==> config.mk <==
export PLATFORM = sky130hd
export DESIGN_NAME = gist_axis_mag
export DESIGN_NICKNAME = d
export VERILOG_FILES = /design/src/design/gist_pkg.sv /design/src/design/gist_axis_mag.sv
export SDC_FILE = /design/constraint.sdc
export NUM_CORES = 1
export LEC_CHECK = 0
export ABC_CLOCK_PERIOD_IN_PS = 16550
export BUFFER_PORTS_ARGS = -buffer_cell sky130_fd_sc_hd__buf_2
export CAP_MARGIN = 10
export CORE_MARGIN = 5
export CORE_UTILIZATION = 62
export DETAILED_ROUTE_END_ITERATION = 8
export PLACE_DENSITY = 0.9
export SYNTH_ARGS = -nofsm -noshare
export SYNTH_HDL_FRONTEND = slang
export SYNTH_SLANG_ARGS = --single-unit
==> constraint.sdc <==
create_clock -name vclk -period 16.55
set_input_delay 0.8275 -clock vclk [all_inputs]
set_output_delay 0.8275 -clock vclk [all_outputs]
set_load 0.02 [all_outputs]
==> src/design/gist_pkg.sv <==
`default_nettype none
// ----------------------------------------------------------------------------
// gist_pkg: shared types and constants of the gyro inactivity sleep timer
// Field widths, register reset values, reciprocal constants for the divisions
// by one thousand, and the configuration register indexes.
// ----------------------------------------------------------------------------
package gist_pkg;

  // Default width of the millisecond time base.
  localparam int TIME_WIDTH_DEF = 48;

  // Sample field widths.
  localparam int WHOLE_W = 7;
  localparam int MICRO_W = 21;
  // Signed axis rate in micro-rad/s and its magnitude.
  localparam int RATE_W  = 27;
  localparam int MAG_W   = 26;
  localparam int SQ_W    = 2 * MAG_W;
  localparam int SUMSQ_W = 54;
  localparam int PEAK_W  = 18;
  localparam int SECS_W  = 16;

  // Configuration register widths and reset values.
  localparam int THR_W      = 54;
  localparam int MS_CFG_W   = 26;
  localparam int CFG_DATA_W = 54;
  localparam logic [THR_W-1:0]    THR_RST      = 54'd10000000000;
  localparam logic [MS_CFG_W-1:0] TIMEOUT_RST  = 26'd30000;
  localparam logic [MS_CFG_W-1:0] INTERVAL_RST = 26'd5000;

  // One rad/s in micro-rad/s.
  localparam logic signed [RATE_W-1:0] MICRO_PER_UNIT = 27'sd1000000;

  // Idle time at and above which the seconds count saturates.
  localparam logic [31:0]        IDLE_SAT_MS = 32'd65536000;
  localparam logic [SECS_W-1:0]  IDLE_SAT_S  = 16'd65535;

  // x / 1000 = (x * ceil(2^k / 1000)) >> k, exact over the ranges used here.
  localparam int MSUM_W       = 22;
  localparam int RECIP_MS_SH  = 32;
  localparam logic [22:0] RECIP_MS = 23'd4294968;
  localparam int RECIP_S_SH   = 36;
  localparam logic [26:0] RECIP_S  = 27'd68719477;

  typedef enum logic [1:0] {
    CFG_MOTION_THR      = 2'd0,
    CFG_IDLE_TIMEOUT    = 2'd1,
    CFG_STATUS_INTERVAL = 2'd2
  } gist_cfg_idx_t;

endpackage
`default_nettype wire

==> src/design/gist_axis_mag.sv <==
`default_nettype none
// ----------------------------------------------------------------------------
// gist_axis_mag: magnitude of one gyro axis
// Joins the whole rad/s and micro-rad/s parts into one signed rate in
// micro-rad/s and returns its magnitude together with the part magnitudes.
// ----------------------------------------------------------------------------
module gist_axis_mag (
  input  wire logic signed [gist_pkg::WHOLE_W-1:0] whole,
  input  wire logic signed [gist_pkg::MICRO_W-1:0] micro,
  output logic [gist_pkg::MAG_W-1:0]               rate_mag,
  output logic [gist_pkg::WHOLE_W-1:0]             whole_mag,
  output logic [gist_pkg::MICRO_W-1:0]             micro_mag
);

  logic signed [gist_pkg::RATE_W-1:0] rate;
  logic signed [gist_pkg::RATE_W-1:0] rate_neg;
  logic signed [gist_pkg::WHOLE_W:0]  whole_ext;
  logic signed [gist_pkg::MICRO_W:0]  micro_ext;

  always_comb begin
    // The parts may disagree in sign; they are simply added.
    rate      = gist_pkg::RATE_W'(whole) * gist_pkg::MICRO_PER_UNIT
              + gist_pkg::RATE_W'(micro);
    rate_neg  = -rate;
    rate_mag  = rate[gist_pkg::RATE_W-1] ? rate_neg[gist_pkg::MAG_W-1:0]
                                         : rate[gist_pkg::MAG_W-1:0];
    whole_ext = (gist_pkg::WHOLE_W+1)'(whole);
    micro_ext = (gist_pkg::MICRO_W+1)'(micro);
    whole_mag = whole[gist_pkg::WHOLE_W-1] ? gist_pkg::WHOLE_W'(-whole_ext)
                                           : gist_pkg::WHOLE_W'(whole_ext);
    micro_mag = micro[gist_pkg::MICRO_W-1] ? gist_pkg::MICRO_W'(-micro_ext)
                                           : gist_pkg::MICRO_W'(micro_ext);
  end

endmodule
`default_nettype wire

# Word level (Yosys, flattened, before mapping)
# Cells that the tools add are included.
# W data, S select, Z words.
[totals]
reg_bits = 0
in_bits = 28
word_cells = 8
[classes]
add_sub_neg = 4
mul = 1
mux = 3
[op_table]
columns = ["operator", "n"]
rows = [
  ["$add A27 B21 Y27", 1],
  ["$mux W26", 1],
  ["$neg A26 Y26", 1],
  ["$mul A7 B15 Y21 const B", 1],
  ["$mux W21", 1],
  ["$neg A21 Y21", 1],
  ["$mux W7", 1],
  ["$neg A7 Y7", 1],
]

# Logic depth before layout (Yosys ltp)
[logic_depth]
depth_word = 4
depth_mapped = 24
ltp_nobuf = 23

# Worst setup path before layout
# Ideal clock, no wire load.
[synth_path]
path_type = "in2out"
start = "input port whole[1] in the netlist's numbering"
end = "output port rate_mag[24] in the netlist's numbering"
t_arrival_ps = 6396
required_ps = 15722
path_slack_ps = 9326
stages = 21
path_buffers = 1
cell_sequence = "fa_1 > inv_1 > fa_1 > inv_1 > fa_1 > fa_1 > ha_1 > and2_1 > a22oi_1 > nand2_1 > nor2_1 > xnor2_1 > ha_1 > clkdlybuf4s50_2 > a21oi_1 > a21boi_0 > a311o_2 > a21oi_1 > xnor2_1 > o41ai_2 > xor2_1"
[synth_via]
elab_chain_cells = 4
[synth_rtl]
columns = ["element", "line_no", "text"]
rows = [
  ["start, declared", "gist_axis_mag.sv:8", "input wire logic signed [gist_pkg::WHOLE_W-1:0] whole,"],
  ["$mul A7 B15 Y21 (*)", "gist_axis_mag.sv:22", "rate = gist_pkg::RATE_W'(whole) * gist_pkg::MICRO_PER_UNIT"],
  ["$add A27 B21 Y27 (*)", "gist_axis_mag.sv:23", "+ gist_pkg::RATE_W'(micro);"],
  ["$neg A26 Y26", "gist_axis_mag.sv:24", "rate_neg = -rate;"],
  ["$mux W26 (*)", "gist_axis_mag.sv:25", "rate_mag = rate[gist_pkg::RATE_W-1] ? rate_neg[gist_pkg::MAG_W-1:0]"],
  ["end, declared", "gist_axis_mag.sv:10", "output logic [gist_pkg::MAG_W-1:0] rate_mag,"],
]
# Every way passes the cells marked *; elsewhere a longest branch is shown, timed or not.

# Worst setup path after layout
[layout_path]
start = "input port whole[1] in the netlist's numbering"
end = "output port rate_mag[10] in the netlist's numbering"
# Same word-level chain as after synthesis.

==> flow_summary_export.csv <==
group,metric,value,unit
setup_path,crit_type,"input port to output port",
global_routing,grt_pass1_vias,3233,
logic_synthesis,syn_nets,561,
sta,setup_violations,0,
setup_path,worstPathRequired,15.72,ns
logic_synthesis,synth-warning-count,0,
logic_synthesis,avgSynthCellArea,7.91,um^2
setup_path,startpoint_type,"input port",
die,fp.dieArea,0.00727,mm^2
die,chipWidth,85.3,um
detailed_routing,ant_nets,0,
detailed_routing,first_iter_violations,235,
cells_and_area,regArea,0,um^2
logic_synthesis,ys_seq_area_frac,0,
outcome,status,"complete, no violations",
sta,fin_tns_setup,0,ns
clocking,cts_hold_buf,0,
sta,slew_headroom,0.328,
sta,clock.fmax,0.127,GHz
sta,fin_crit_sh,0.474,
job,drv_cap,0,
hold_path,hold_path_depth,2,
cells_and_area,nFillCells,449,
global_routing,grt_overflow,0,
logic_synthesis,synth_cells,444,
die,io_pins,82,
detailed_routing,wirelength,8680,um
die,core,0.00551,mm^2
clocking,cts_resized,0,
cells_and_area,area_delta_synth_final,11.3,%
detailed_routing,avgViaCountPerCell,5.94,
placement,dpl.hpwl,7580,um
global_routing,grt.total_usage,0.230,
setup_path,end_kind,"output port",
sta,tightest_slew,1.00,ns
die,initial_utilization,0.638,
hold_path,min_from,"micro[0]",
global_routing,antenna_found_initial,0,
cells_and_area,seq_cells,0,
setup_path,critPathArrivalTime,7.02,ns
setup_path,cp_max_fo,14,
die,die_y,85.3,um
cells_and_area,multi_input_comb_area,0.00329,mm^2
logic_synthesis,synth.distinct_cells,59,
detailed_routing,drc,0,
hold_path,hold_path.class,"input port to output port",
global_routing,grt_pass1_wl,14500,um
sta,timing.hold.ws,1.91,ns
cells_and_area,drive_above_1_share,0.193,
cells_and_area,nClkBuffers,0,
sta,slew_viol_final,0,
clocking,cts_setup_buffers,0,
sta,min_period,7.85,ns
sta,hold_viol,0,
detailed_routing,firstDrtPassIters,5,
die,num_rows,27,
detailed_routing,avgRoutedWirePerCell,14.9,um
detailed_routing,vias,3470,
cells_and_area,diodes,0,
logic_synthesis,syn_area,0.00351,mm^2
cells_and_area,fin_nets,631,
global_routing,grt_max_degree,29,
hold_path,hold_end,"micro_mag[0]",
sta,grt_setup_unrepaired,"no",
placement,port_buffers,82,
placement,gp_congestion,0.924,
[synthesized netlist by cell type, drive strengths merged, types with 5 or more instances]
cell type  count  area (um^2)
fa            15          300
xor2          23          201
ha            74          926
nor2          27          101
inv           32          120
a31oi          5         31.3
o31ai          6         45.0
nor3           8         40.0
clkbuf         6         42.5
nand3         11         55.1
or3            6         47.5
xnor2         59          517
a211oi         6         50.1
o21ai         21          105
a21o          14          106
a21oi         31          174
nand2         36          135
buf            7         51.3
[stage by stage]
step | util | cell area (um^2) | setup WS, ns | instances
floorplan | - | 3510 | 9.33 | 444
global placement | 0.709 | 3910 | 9.09 | 584
detailed placement | 0.709 | 3910 | 8.66 | 584
CTS | 0.709 | 3910 | 8.65 | 584
global route | 0.709 | 3910 | 8.27 | 584
finish | 0.709 | 3910 | 8.70 | 584
[final cells by class]
cell class	instances	area share
inverter	32	0.0307
multi-input combinational	398	0.841
tap	72	0.0231
timing repair buffer	82	0.105
[logic make-up (layout without fill, tap and decap cells)]
logic type                 count (synthesis)  after routing  synth area share
buffers and inverters                     46            114            0.0641
AOI/OAI and AO/OA                        112            112             0.220
muxes                                      1              1           0.00285
and+or+nand+nor                          114            114             0.160
xor gates and xnor gates                  82             82             0.205
adders and majority gates                 89             89             0.349
[routing by layer]
| metal | wire [um] | vias up | GRT usage |
|---|---|---|---|
| met5 | 0 | - | 0 |
| met4 | 36 | 0 | 0.0115 |
| met3 | 463 | 4 | 0.0107 |
| met2 | 4370 | 106 | 0.424 |
| met1 | 3810 | 1643 | 0.307 |
| li1 | - | 1717 | - |
[worst max-delay path: stages]
cell	delay, ns
buf_2	0.18
fa_1	0.59
inv_1	0.06
fa_1	0.49
inv_1	0.05
fa_1	0.50
fa_1	0.49
ha_1	0.37
and2_1	0.18
a22oi_1	0.20
a31oi_1	0.19
a21o_1	0.21
a21oi_1	0.17
xnor2_1	0.09
ha_1	0.33
o21ai_0	0.11
nand2b_1	0.08
a21oi_1	0.07
a31oi_1	0.24
xor2_1	0.83
o21ai_0	0.34
xnor2_1	0.22
buf_2	0.18
[layout by cell type (no fill, tap or decap), types with 3 or more instances in the layout]
cell       n
and2_1     3
or2_2      3
ha_1      74
buf_2     82
o21bai_1   4
inv_1     32
nor3_1     8
and3_1     3
or3_1      4
fa_1      15
nand3_1   11
a21oi_1   28
xor2_1    23
nor2_1    27
nand2_1   36
o31ai_1    6
a41oi_1    3
xnor2_1   59
a31oi_1    5
a21o_1    13
o21ai_0   19
o41ai_1    3
a211oi_1   5
nand4_1    3
nand2b_1   4
[worst max path at each step]
stage	from	to	slack (ns)	depth (start not counted)
2_1_floorplan	whole[1]	rate_mag[24]	9.33	21
4_1_cts	whole[1]	rate_mag[10]	8.65	23
5_1_grt	whole[1]	rate_mag[10]	8.27	23
3_5_place_dp	whole[1]	rate_mag[10]	8.66	23
3_3_place_gp	whole[1]	rate_mag[10]	9.09	23
6_report	whole[1]	rate_mag[10]	8.70	23
Power is not shown: default switching activity piles up to over one toggle a cycle in this logic, so the estimate is an artifact.
